### config.mk
export PLATFORM = sky130hd
export DESIGN_NAME = telnet_xml_stream_splitter
export DESIGN_NICKNAME = d
export VERILOG_FILES = /design/src/rtl/txss_pkg.sv /design/src/rtl/txss_front.sv /design/src/rtl/txss_fifo.sv /design/src/rtl/txss_back.sv /design/src/rtl/telnet_xml_stream_splitter.sv
export SDC_FILE = /design/constraint.sdc
export NUM_CORES = 1
export LEC_CHECK = 0
export BUFFER_PORTS_ARGS = -buffer_cell sky130_fd_sc_hd__buf_2
export CAP_MARGIN = 20
export CORE_UTILIZATION = 55
export DETAILED_ROUTE_END_ITERATION = 8
export GPL_TIMING_DRIVEN = 0
export PLACE_DENSITY = 0.75
export SKIP_CTS_REPAIR_TIMING = 1
export SYNTH_ARGS = -nofsm -noshare
export SYNTH_HDL_FRONTEND = slang
export SYNTH_HIERARCHICAL = 1
export SYNTH_SLANG_ARGS = --single-unit
### constraint.sdc
create_clock -name clk -period 7.35 [get_ports clk]
set_clock_uncertainty 0.1 [all_clocks]
set_input_delay 1.47 -clock clk [delete_from_list [all_inputs] [get_ports clk]]
set_output_delay 1.47 -clock clk [all_outputs]
set_load 0.1 [all_outputs]
### src/rtl/txss_pkg.sv
// Shared types, byte codes and enums for the telnet/markup stream splitter.
// No dependencies; every other rtl file imports this package.
package txss_pkg;

    localparam int BURST_MAX = 5;

    typedef struct packed {
        logic [7:0] data;
        logic       end_of_chunk;
    } in_word_t;

    typedef struct packed {
        logic       has_byte;
        logic [7:0] out_byte;
        logic       ends_segment;
        logic [1:0] segment_kind;
        logic       last;
    } out_word_t;

    // one result without its last flag, as it sits in the queue
    typedef struct packed {
        logic       has_byte;
        logic [7:0] out_byte;
        logic       ends_segment;
        logic [1:0] segment_kind;
    } res_t;

    // all results caused by one input byte
    typedef struct packed {
        logic [2:0]                 count;
        res_t [BURST_MAX-1:0]       res;
    } burst_t;

    typedef enum logic [1:0] {
        MODE_TEXT = 2'd0,
        MODE_TAG  = 2'd1,
        MODE_ENT  = 2'd2,
        MODE_TEL  = 2'd3
    } mode_t;

    typedef enum logic [2:0] {
        ENT_NONE = 3'd0,
        ENT_AMP  = 3'd1,
        ENT_L    = 3'd2,
        ENT_G    = 3'd3,
        ENT_A    = 3'd4,
        ENT_AM   = 3'd5,
        ENT_LAST = 3'd6
    } ent_step_t;

    typedef enum logic [2:0] {
        TEL_NONE  = 3'd0,
        TEL_IAC   = 3'd1,
        TEL_SKIP  = 3'd2,
        TEL_SB    = 3'd3,
        TEL_SBIAC = 3'd4
    } tel_step_t;

    localparam logic [1:0] KIND_LINE = 2'd0;
    localparam logic [1:0] KIND_FRAG = 2'd1;
    localparam logic [1:0] KIND_TEL  = 2'd2;

    localparam logic [7:0] CH_LF   = 8'h0a;
    localparam logic [7:0] CH_LT   = 8'h3c;
    localparam logic [7:0] CH_GT   = 8'h3e;
    localparam logic [7:0] CH_AMP  = 8'h26;
    localparam logic [7:0] CH_SEMI = 8'h3b;
    localparam logic [7:0] CH_L    = 8'h6c;
    localparam logic [7:0] CH_G    = 8'h67;
    localparam logic [7:0] CH_A    = 8'h61;
    localparam logic [7:0] CH_T    = 8'h74;
    localparam logic [7:0] CH_M    = 8'h6d;
    localparam logic [7:0] CH_P    = 8'h70;

    localparam logic [7:0] TN_IAC  = 8'hff;
    localparam logic [7:0] TN_SB   = 8'hfa;
    localparam logic [7:0] TN_WILL = 8'hfb;
    localparam logic [7:0] TN_DONT = 8'hfe;

    function automatic res_t mk_res(input logic has, input logic [7:0] b,
                                    input logic ends, input logic [1:0] kind);
        res_t r;
        r.has_byte     = has;
        r.out_byte     = b;
        r.ends_segment = ends;
        r.segment_kind = kind;
        return r;
    endfunction

endpackage

### src/rtl/txss_front.sv
// Front end: parses one byte per cycle unless the queue is full, and builds the burst
// of results it causes. Holds parser state and the markup-mode register. Depends on txss_pkg.
module txss_front (
    input  logic              clk,
    input  logic              rst_n,
    input  logic              in_valid,
    output logic              in_ready,
    input  txss_pkg::in_word_t in_data,
    input  logic              cfg_valid,
    input  logic              cfg_data,
    input  logic              q_full,
    output logic              q_push,
    output txss_pkg::burst_t  q_data
);
    import txss_pkg::*;

    logic      xml_mode_reg;
    mode_t     mode_reg, mode_next;
    ent_step_t ent_reg, ent_next;
    tel_step_t tel_reg, tel_next;
    logic [7:0] held_reg [4];
    logic [7:0] held_next [4];
    logic [2:0] held_cnt_reg, held_cnt_next;
    logic       seg_open_reg, seg_open_next;

    logic       accept;
    logic [7:0] b;
    res_t [BURST_MAX-1:0] r;
    logic [2:0] n;
    logic       is_gt, is_lt, is_amp;

    assign in_ready = !q_full;
    assign accept   = in_valid && in_ready;
    assign b        = in_data.data;

    assign is_gt  = held_cnt_reg == 3'd3 && held_reg[0] == CH_AMP && held_reg[1] == CH_G
                    && held_reg[2] == CH_T;
    assign is_lt  = held_cnt_reg == 3'd3 && held_reg[0] == CH_AMP && held_reg[1] == CH_L
                    && held_reg[2] == CH_T;
    assign is_amp = held_cnt_reg == 3'd4 && held_reg[0] == CH_AMP && held_reg[1] == CH_A
                    && held_reg[2] == CH_M && held_reg[3] == CH_P;

    always_comb
    begin
        logic fail;
        logic take;
        logic tel_done;
        mode_next     = mode_reg;
        ent_next      = ent_reg;
        tel_next      = tel_reg;
        held_next     = held_reg;
        held_cnt_next = held_cnt_reg;
        seg_open_next = seg_open_reg;
        r             = '0;
        n             = 3'd0;
        fail          = 1'b0;
        take          = 1'b0;
        tel_done      = 1'b0;

        unique case (mode_reg)
            MODE_TEXT:
            begin
                if (b == TN_IAC)
                begin
                    if (seg_open_reg)
                    begin
                        r[n] = mk_res(1'b0, 8'd0, 1'b1, KIND_FRAG);
                        n = n + 3'd1;
                    end
                    r[n] = mk_res(1'b1, b, 1'b0, KIND_TEL);
                    n = n + 3'd1;
                    seg_open_next = 1'b1;
                    mode_next     = MODE_TEL;
                    tel_next      = TEL_IAC;
                end
                else if (b == CH_LF)
                begin
                    r[0] = mk_res(1'b1, b, 1'b1, KIND_LINE);
                    n = 3'd1;
                    seg_open_next = 1'b0;
                end
                else if (b == CH_LT && xml_mode_reg)
                begin
                    if (seg_open_reg)
                    begin
                        r[0] = mk_res(1'b0, 8'd0, 1'b1, KIND_FRAG);
                        n = 3'd1;
                    end
                    seg_open_next = 1'b0;
                    held_cnt_next = 3'd0;
                    mode_next     = MODE_TAG;
                end
                else if (b == CH_AMP && xml_mode_reg)
                begin
                    held_next[0]  = b;
                    held_cnt_next = 3'd1;
                    ent_next      = ENT_AMP;
                    mode_next     = MODE_ENT;
                end
                else
                begin
                    r[0] = mk_res(1'b1, b, 1'b0, KIND_FRAG);
                    n = 3'd1;
                    seg_open_next = 1'b1;
                end
            end
            MODE_TAG:
            begin
                if (b == CH_GT)
                begin
                    mode_next     = MODE_TEXT;
                    ent_next      = ENT_NONE;
                    held_cnt_next = 3'd0;
                end
            end
            MODE_ENT:
            begin
                unique case (ent_reg)
                    ENT_AMP:
                    begin
                        if (b == CH_L)      begin take = 1'b1; ent_next = ENT_L; end
                        else if (b == CH_G) begin take = 1'b1; ent_next = ENT_G; end
                        else if (b == CH_A) begin take = 1'b1; ent_next = ENT_A; end
                        else fail = 1'b1;
                    end
                    ENT_L, ENT_G:
                    begin
                        if (b == CH_T) begin take = 1'b1; ent_next = ENT_LAST; end
                        else fail = 1'b1;
                    end
                    ENT_A:
                    begin
                        if (b == CH_M) begin take = 1'b1; ent_next = ENT_AM; end
                        else fail = 1'b1;
                    end
                    ENT_AM:
                    begin
                        if (b == CH_P) begin take = 1'b1; ent_next = ENT_LAST; end
                        else fail = 1'b1;
                    end
                    ENT_LAST:
                    begin
                        if (b == CH_SEMI)
                        begin
                            if (is_gt || is_lt || is_amp)
                            begin
                                r[0] = mk_res(1'b1, is_gt ? CH_GT : (is_lt ? CH_LT : CH_AMP),
                                              1'b0, KIND_FRAG);
                                n = 3'd1;
                                seg_open_next = 1'b1;
                            end
                            mode_next     = MODE_TEXT;
                            ent_next      = ENT_NONE;
                            held_cnt_next = 3'd0;
                        end
                        else fail = 1'b1;
                    end
                    default: fail = 1'b1;
                endcase

                // held chars are appended only while there is room
                if (take && held_cnt_reg < 3'd4)
                begin
                    held_next[held_cnt_reg[1:0]] = b;
                    held_cnt_next = held_cnt_reg + 3'd1;
                end

                // failed entity: replay held chars, then the raw byte
                if (fail)
                begin
                    for (int i = 0; i < 4; i++)
                    begin
                        if (3'(i) < held_cnt_reg)
                            r[i] = mk_res(1'b1, held_reg[i], 1'b0, KIND_FRAG);
                    end
                    r[held_cnt_reg] = mk_res(1'b1, b, 1'b0, KIND_FRAG);
                    n = held_cnt_reg + 3'd1;
                    seg_open_next = 1'b1;
                    mode_next     = MODE_TEXT;
                    ent_next      = ENT_NONE;
                    held_cnt_next = 3'd0;
                end
            end
            MODE_TEL:
            begin
                unique case (tel_reg)
                    TEL_IAC:
                    begin
                        if (b >= TN_WILL && b <= TN_DONT) tel_next = TEL_SKIP;
                        else if (b == TN_SB)              tel_next = TEL_SB;
                        else                              tel_done = 1'b1;
                    end
                    TEL_SB:
                    begin
                        if (b == TN_IAC) tel_next = TEL_SBIAC;
                    end
                    TEL_SBIAC:
                    begin
                        if (b == TN_IAC) tel_next = TEL_SB;
                        else             tel_done = 1'b1;
                    end
                    default: tel_done = 1'b1;
                endcase
                r[0] = mk_res(1'b1, b, tel_done, KIND_TEL);
                n = 3'd1;
                if (tel_done)
                begin
                    seg_open_next = 1'b0;
                    tel_next      = TEL_NONE;
                    mode_next     = MODE_TEXT;
                end
            end
            default: ;
        endcase

        // chunk end closes the open segment
        if (in_data.end_of_chunk)
        begin
            held_cnt_next = 3'd0;
            if (seg_open_next)
            begin
                if (n != 3'd0 && r[n - 3'd1].has_byte && !r[n - 3'd1].ends_segment)
                    r[n - 3'd1].ends_segment = 1'b1;
                else if (n < 3'(BURST_MAX))
                begin
                    r[n] = mk_res(1'b0, 8'd0, 1'b1,
                                  (mode_next == MODE_TEL) ? KIND_TEL : KIND_FRAG);
                    n = n + 3'd1;
                end
                seg_open_next = 1'b0;
            end
        end
    end

    assign q_push       = accept && (n != 3'd0);
    assign q_data.count = n;
    assign q_data.res   = r;

    always_ff @(posedge clk or negedge rst_n)
    begin
        if (!rst_n)
        begin
            xml_mode_reg <= 1'b0;
            mode_reg     <= MODE_TEXT;
            ent_reg      <= ENT_NONE;
            tel_reg      <= TEL_NONE;
            held_cnt_reg <= 3'd0;
            seg_open_reg <= 1'b0;
        end
        else
        begin
            if (cfg_valid)
                xml_mode_reg <= cfg_data;
            if (accept)
            begin
                mode_reg     <= mode_next;
                ent_reg      <= ent_next;
                tel_reg      <= tel_next;
                held_cnt_reg <= held_cnt_next;
                seg_open_reg <= seg_open_next;
            end
        end
    end

    always_ff @(posedge clk)
    begin
        if (accept)
            held_reg <= held_next;
    end

endmodule

### src/rtl/txss_fifo.sv
// Two-entry queue of result bursts between the parser and the output sequencer.
// Depends on txss_pkg.
module txss_fifo (
    input  logic             clk,
    input  logic             rst_n,
    input  logic             push,
    input  txss_pkg::burst_t push_data,
    input  logic             pop,
    output txss_pkg::burst_t head,
    output logic             full,
    output logic             empty
);
    import txss_pkg::*;

    burst_t     mem [2];
    logic       wr_ptr_reg, rd_ptr_reg;
    logic [1:0] cnt_reg;

    assign full  = cnt_reg == 2'd2;
    assign empty = cnt_reg == 2'd0;
    assign head  = mem[rd_ptr_reg];

    always_ff @(posedge clk)
    begin
        if (push)
            mem[wr_ptr_reg] <= push_data;
    end

    always_ff @(posedge clk or negedge rst_n)
    begin
        if (!rst_n)
        begin
            wr_ptr_reg <= 1'b0;
            rd_ptr_reg <= 1'b0;
            cnt_reg    <= 2'd0;
        end
        else
        begin
            if (push)
                wr_ptr_reg <= ~wr_ptr_reg;
            if (pop)
                rd_ptr_reg <= ~rd_ptr_reg;
            unique case ({push, pop})
                2'b10:   cnt_reg <= cnt_reg + 2'd1;
                2'b01:   cnt_reg <= cnt_reg - 2'd1;
                default: cnt_reg <= cnt_reg;
            endcase
        end
    end

endmodule

### src/rtl/txss_back.sv
// Output sequencer: sends the results of the head burst one word per cycle while out_ready is high.
// Depends on txss_pkg.
module txss_back (
    input  logic              clk,
    input  logic              rst_n,
    input  txss_pkg::burst_t  head,
    input  logic              empty,
    output logic              pop,
    output logic              out_valid,
    input  logic              out_ready,
    output txss_pkg::out_word_t out_data
);
    import txss_pkg::*;

    logic [2:0] idx_reg, idx_next;
    logic       is_last;
    res_t       cur;

    assign cur       = head.res[idx_reg];
    assign is_last   = idx_reg == head.count - 3'd1;
    assign out_valid = !empty;
    assign pop       = out_valid && out_ready && is_last;

    assign out_data.has_byte     = cur.has_byte;
    assign out_data.out_byte     = cur.out_byte;
    assign out_data.ends_segment = cur.ends_segment;
    assign out_data.segment_kind = cur.segment_kind;
    assign out_data.last         = is_last;

    always_comb
    begin
        idx_next = idx_reg;
        if (out_valid && out_ready)
            idx_next = is_last ? 3'd0 : idx_reg + 3'd1;
    end

    always_ff @(posedge clk or negedge rst_n)
    begin
        if (!rst_n)
            idx_reg <= 3'd0;
        else
            idx_reg <= idx_next;
    end

endmodule

### src/rtl/telnet_xml_stream_splitter.sv
// The burst a byte causes is registered in the queue before its first result is offered.
// Throughput: one input byte per cycle while the queue is not full; the output sends one
// word per cycle while out_ready is high, so a byte causing k results (k up to 5) holds
// the output for k words, buffered by a two-burst queue. Bytes causing no result push nothing.
// Reset: rst_n clears parser state, markup mode, queue and sequencer at once.
// Depends on txss_pkg, txss_front, txss_fifo, txss_back.
module telnet_xml_stream_splitter (
    input  logic                clk,
    input  logic                rst_n,
    input  logic                in_valid,
    output logic                in_ready,
    input  txss_pkg::in_word_t  in_data,
    output logic                out_valid,
    input  logic                out_ready,
    output txss_pkg::out_word_t out_data,
    input  logic                cfg_valid,
    output logic                cfg_ready,
    input  logic                cfg_data
);
    import txss_pkg::*;

    logic   q_full, q_empty, q_push, q_pop;
    burst_t q_in, q_head;

    assign cfg_ready = 1'b1;

    txss_front u_front (
        .clk       (clk),
        .rst_n     (rst_n),
        .in_valid  (in_valid),
        .in_ready  (in_ready),
        .in_data   (in_data),
        .cfg_valid (cfg_valid && cfg_ready),
        .cfg_data  (cfg_data),
        .q_full    (q_full),
        .q_push    (q_push),
        .q_data    (q_in)
    );

    txss_fifo u_fifo (
        .clk       (clk),
        .rst_n     (rst_n),
        .push      (q_push),
        .push_data (q_in),
        .pop       (q_pop),
        .head      (q_head),
        .full      (q_full),
        .empty     (q_empty)
    );

    txss_back u_back (
        .clk       (clk),
        .rst_n     (rst_n),
        .head      (q_head),
        .empty     (q_empty),
        .pop       (q_pop),
        .out_valid (out_valid),
        .out_ready (out_ready),
        .out_data  (out_data)
    );

endmodule

==> key figures <==
CTS
  • CTS tree: done
  • Clock Sinks: 178
  • Reg clk slew, reported paths: 0.07 ns
  • H-Tree Depth: 4
  • Worst-Skew Late Latency: 0.44 ns
  • CTS buffer count: 17
  • CTS Root Cell: clkbuf_16
  • Clk buf depth: 2

Power
  • Clock share of power: 15.6%
  • Sw Ratio: 44.8%
  • Total net switching power: 2480 uW
  • Internal power: 3060 uW
  • Leakage Power: 0.00403 uW
  • Flop pwr share: 29.8%
  • Comb power frac: 54.6%
  • Max IR drop VDD: 0.840 mV
  • Power Density: 500 mW/mm^2
  • Final Total Pwr: 5540 uW

Yosys
  • Yosys warns: 6
  • Synth cell types: 90
  • Ys async rst share: 11.2%
  • Synthesized area: 0.0101 mm^2
  • Synth Area per Inst: 12.4 um^2
  • Post-synthesis net count: 837
  • Syn Inst Count: 808
  • Sequential element share of the synthesized area: 52.2%
  • FF+latch count, synth: 178
  • Post-synth EDFFs: 158
  • Dominant synthesized flop cell: edfxtp_1

Finish
  • Layout fillers: 1398
  • Multi-input gate area: 0.00431 mm^2
  • Max reg flops: 126
  • Commonest non-fill, non-tap cell in the layout: edfxtp_1
  • Layout Nets: 887
  • Most frequent cells in the layout: 158 x edfxtp_1, 59 x mux2_4, 54 x nand2_1
  • Share of cells above drive strength 1: 22.3%
  • Area Growth Syn to Fin: 10.2%
  • Sequential Area: 0.00525 mm^2
  • Number of diodes: 0
  • Final Util: 61.7%

STA
  • Final setup violation count: 0
  • F_max: 0.148 GHz
  • Final Hold Violating Endpoints: 0
  • Final worst path period share: 92.0%
  • Fin crit period: 6.76 ns
  • Worst-margin pin slew: 1.10 ns
  • Pins Over Slew Limit: 0
  • Slew HR: 26.2%
  • RSZ-0062 raised after global routing: no

Setup path
  • WS Path Type: input port to register
  • Req. time, crit path: 7.38 ns
  • Crit path DAT: 6.80 ns
  • Slowest-stage cell, CP: nor2_4
  • Crit path max fanout: 33
  • Worst path max stage delay: 0.50 ns
  • Endpoint type of the worst setup path: register
  • Reg2reg path depth: 19
  • Crit-path cells: buf_2 > buf_4 > and2_1 > buf_2 > nand3_1 > nor3_1 > nand3_1 > nand3_2 > nand2_2 > ha_1 > buf_1 > nor2_1 > o311a_1 > a311oi_1 > o221ai_1 > a41oi_4 > mux2_2 > a21oi_1 > inv_1 > nor2_4 > buf_12
  • Worst setup SP type: input port

Die
  • IO Count: 31
  • Die area: 0.0188 mm^2
  • Core ar.: 0.0180 mm^2
  • Height of the chip: 137 um
  • DIE WIDTH: 137 um
  • Rows: 49
  • Initial Util: 56.0%

Global route
  • Number of global-route vias before repair: 6477
  • Total Routing Usage GR: 26.4%
  • First-pass GRT wire length: 35900 um
  • Pin count of the biggest net entering global routing: 64
  • Overflow after GRT: 0
  • Initial antenna violation count: 0

Route
  • Avg WL per Cell: 21.4 um
  • DRC: 0
  • Vias: 6901
  • WL final: 23600 um
  • Vias/cell: 6.27
  • Drt pass-1 iters: 6
  • DRT iter0 DRCs: 793
  • Routed Antenna Nets: 0

Place
  • Gpl congestion: 0.915
  • DP Wirelength: 16700 um
  • I/O Buffers: 29

Worst hold path
  • WHS Path Cells: 1
  • Hold Path Class: register to register

Run
  • Max Cap Viol: 0

Run status
  • Status: finished clean
-- Yosys cell counts (3+ instances only) --
| cell type | count | area, um^2 |
|---|---|---|
| o21ai_0 | 38 | 190 |
| a31oi_1 | 9 | 56.3 |
| mux2_2 | 8 | 90.1 |
| a22o_1 | 10 | 87.6 |
| nand4b_1 | 4 | 35.0 |
| xor2_1 | 4 | 35.0 |
| mux2i_1 | 4 | 40.0 |
| buf_6 | 3 | 33.8 |
| a21o_1 | 3 | 22.5 |
| buf_4 | 10 | 75.1 |
| o41ai_1 | 4 | 35.0 |
| nor2b_1 | 17 | 106 |
| mux2_4 | 59 | 886 |
| xnor2_1 | 5 | 43.8 |
| nand2b_1 | 3 | 18.8 |
| a311oi_2 | 3 | 45.0 |
| buf_12 | 7 | 140 |
| nand3b_1 | 3 | 22.5 |
| nor2_1 | 53 | 199 |
| o22ai_1 | 5 | 31.3 |
| buf_2 | 12 | 60.1 |
| nand4_1 | 10 | 62.6 |
| a21oi_1 | 28 | 140 |
| o21a_1 | 4 | 30.0 |
| o211ai_1 | 4 | 30.0 |
| or2_2 | 3 | 18.8 |
| a22oi_1 | 30 | 225 |
| mux4_2 | 10 | 225 |
| o31ai_1 | 6 | 45.0 |
| and3_1 | 5 | 31.3 |
| and3b_1 | 4 | 35.0 |
| ha_1 | 14 | 175 |
| nand3_1 | 19 | 95.1 |
| nor3b_1 | 3 | 22.5 |
| clkbuf_1 | 20 | 75.1 |
| and2_1 | 23 | 144 |
| a211oi_1 | 3 | 22.5 |
| nor4bb_1 | 5 | 50.1 |
| inv_1 | 32 | 120 |
| o21ai_1 | 10 | 50.1 |
| dfrtp_1 | 20 | 500 |
| a21boi_0 | 4 | 30.0 |
| nor3_1 | 16 | 80.1 |
| nand2_1 | 54 | 203 |
| edfxtp_1 | 158 | 4740 |
-- layout make-up --
type | instances | share of cell area (%)
sequential | 178 | 47.3
multi-input combinational | 544 | 38.9
clock buffer | 18 | 3.87
buffer | 53 | 3.50
tap | 229 | 2.59
timing repair buffer | 30 | 1.49
clock inverter | 14 | 1.15
inverter | 34 | 1.15
-- worst max-delay path: cells and delay by family --
family,cells,cell delay [ns]
AOI/OAI and AO/OA,5,1.29
adders and majority gates,1,0.30
and+or+nand+nor,8,1.91
muxes,1,0.38
buffers and inverters,6,1.40
-- worst paths after layout --
check | from | endpoint | slack [ns]
worst min register to register | u_fifo/cnt_reg[1]$_DFFE_PN0P_ | u_fifo/cnt_reg[1]$_DFFE_PN0P_ | 0.41
min in group asynchronous | rst_n | u_back/idx_reg[2]$_DFFE_PN0P_ | 0.91
worst max register to register | u_front/held_cnt_reg[0]$_DFFE_PN0P_ | u_fifo/mem[0][8]$_DFFE_PP_ | 1.23
worst max-delay path | in_data[1] | u_fifo/mem[0][8]$_DFFE_PP_ | 0.59
max in group asynchronous | rst_n | u_front/ent_reg[2]$_DFFE_PN0P_ | 5.86
worst min-delay path | u_fifo/cnt_reg[1]$_DFFE_PN0P_ | u_fifo/cnt_reg[1]$_DFFE_PN0P_ | 0.41
-- power groups by stage --
stage	clock (uW)	sequential (uW)	combinational [uW]
6_report	866	1650	3020
5_1_grt	909	1680	3210
4_1_cts	872	1650	3010
3_5_place_dp	0	1670	3000
3_3_place_gp	0	1670	2940
2_1_floorplan	0	1650	2460
-- routing by layer --
| layer | part of all wire [%] | global-route usage [%] | vias to the layer above |
|---|---|---|---|
| met5 | 0 | 0 | - |
| met4 | 2.4 | 9.89 | 0 |
| met3 | 6.8 | 6.11 | 52 |
| met2 | 47 | 41.8 | 300 |
| met1 | 43 | 35.5 | 3356 |
| li1 | - | - | 3193 |
-- stage by stage --
stage                     worst slack [ns]  hold slack, ns  TNS, ns  instances  cell area [um^2]
after global routing                 0.230           0.429        0       1100             11100
after floorplan                      0.286           0.356        0        808             10100
final                                0.587           0.414        0       1100             11100
after detailed placement           -0.0216           0.398   -0.606       1067             10500
after global placement               -1.44           0.378  -160.22       1066             10500
after CTS                            0.421           0.410        0       1099             11100
-- cell families after synthesis --
family | count (synthesis) | synth area share [%]
XOR/XNOR | 10 | 1.03
other | 2 | 0.0747
adder cells (fa/ha/maj) | 14 | 1.74
multiplexers | 84 | 13.0
buffers and inverters | 87 | 5.13
AO/OA/AOI/OAI | 190 | 13.5
AND/OR/NAND/NOR | 243 | 13.4
flip-flops | 178 | 52.2
No activity file was read; power rests on OpenSTA's default activity.
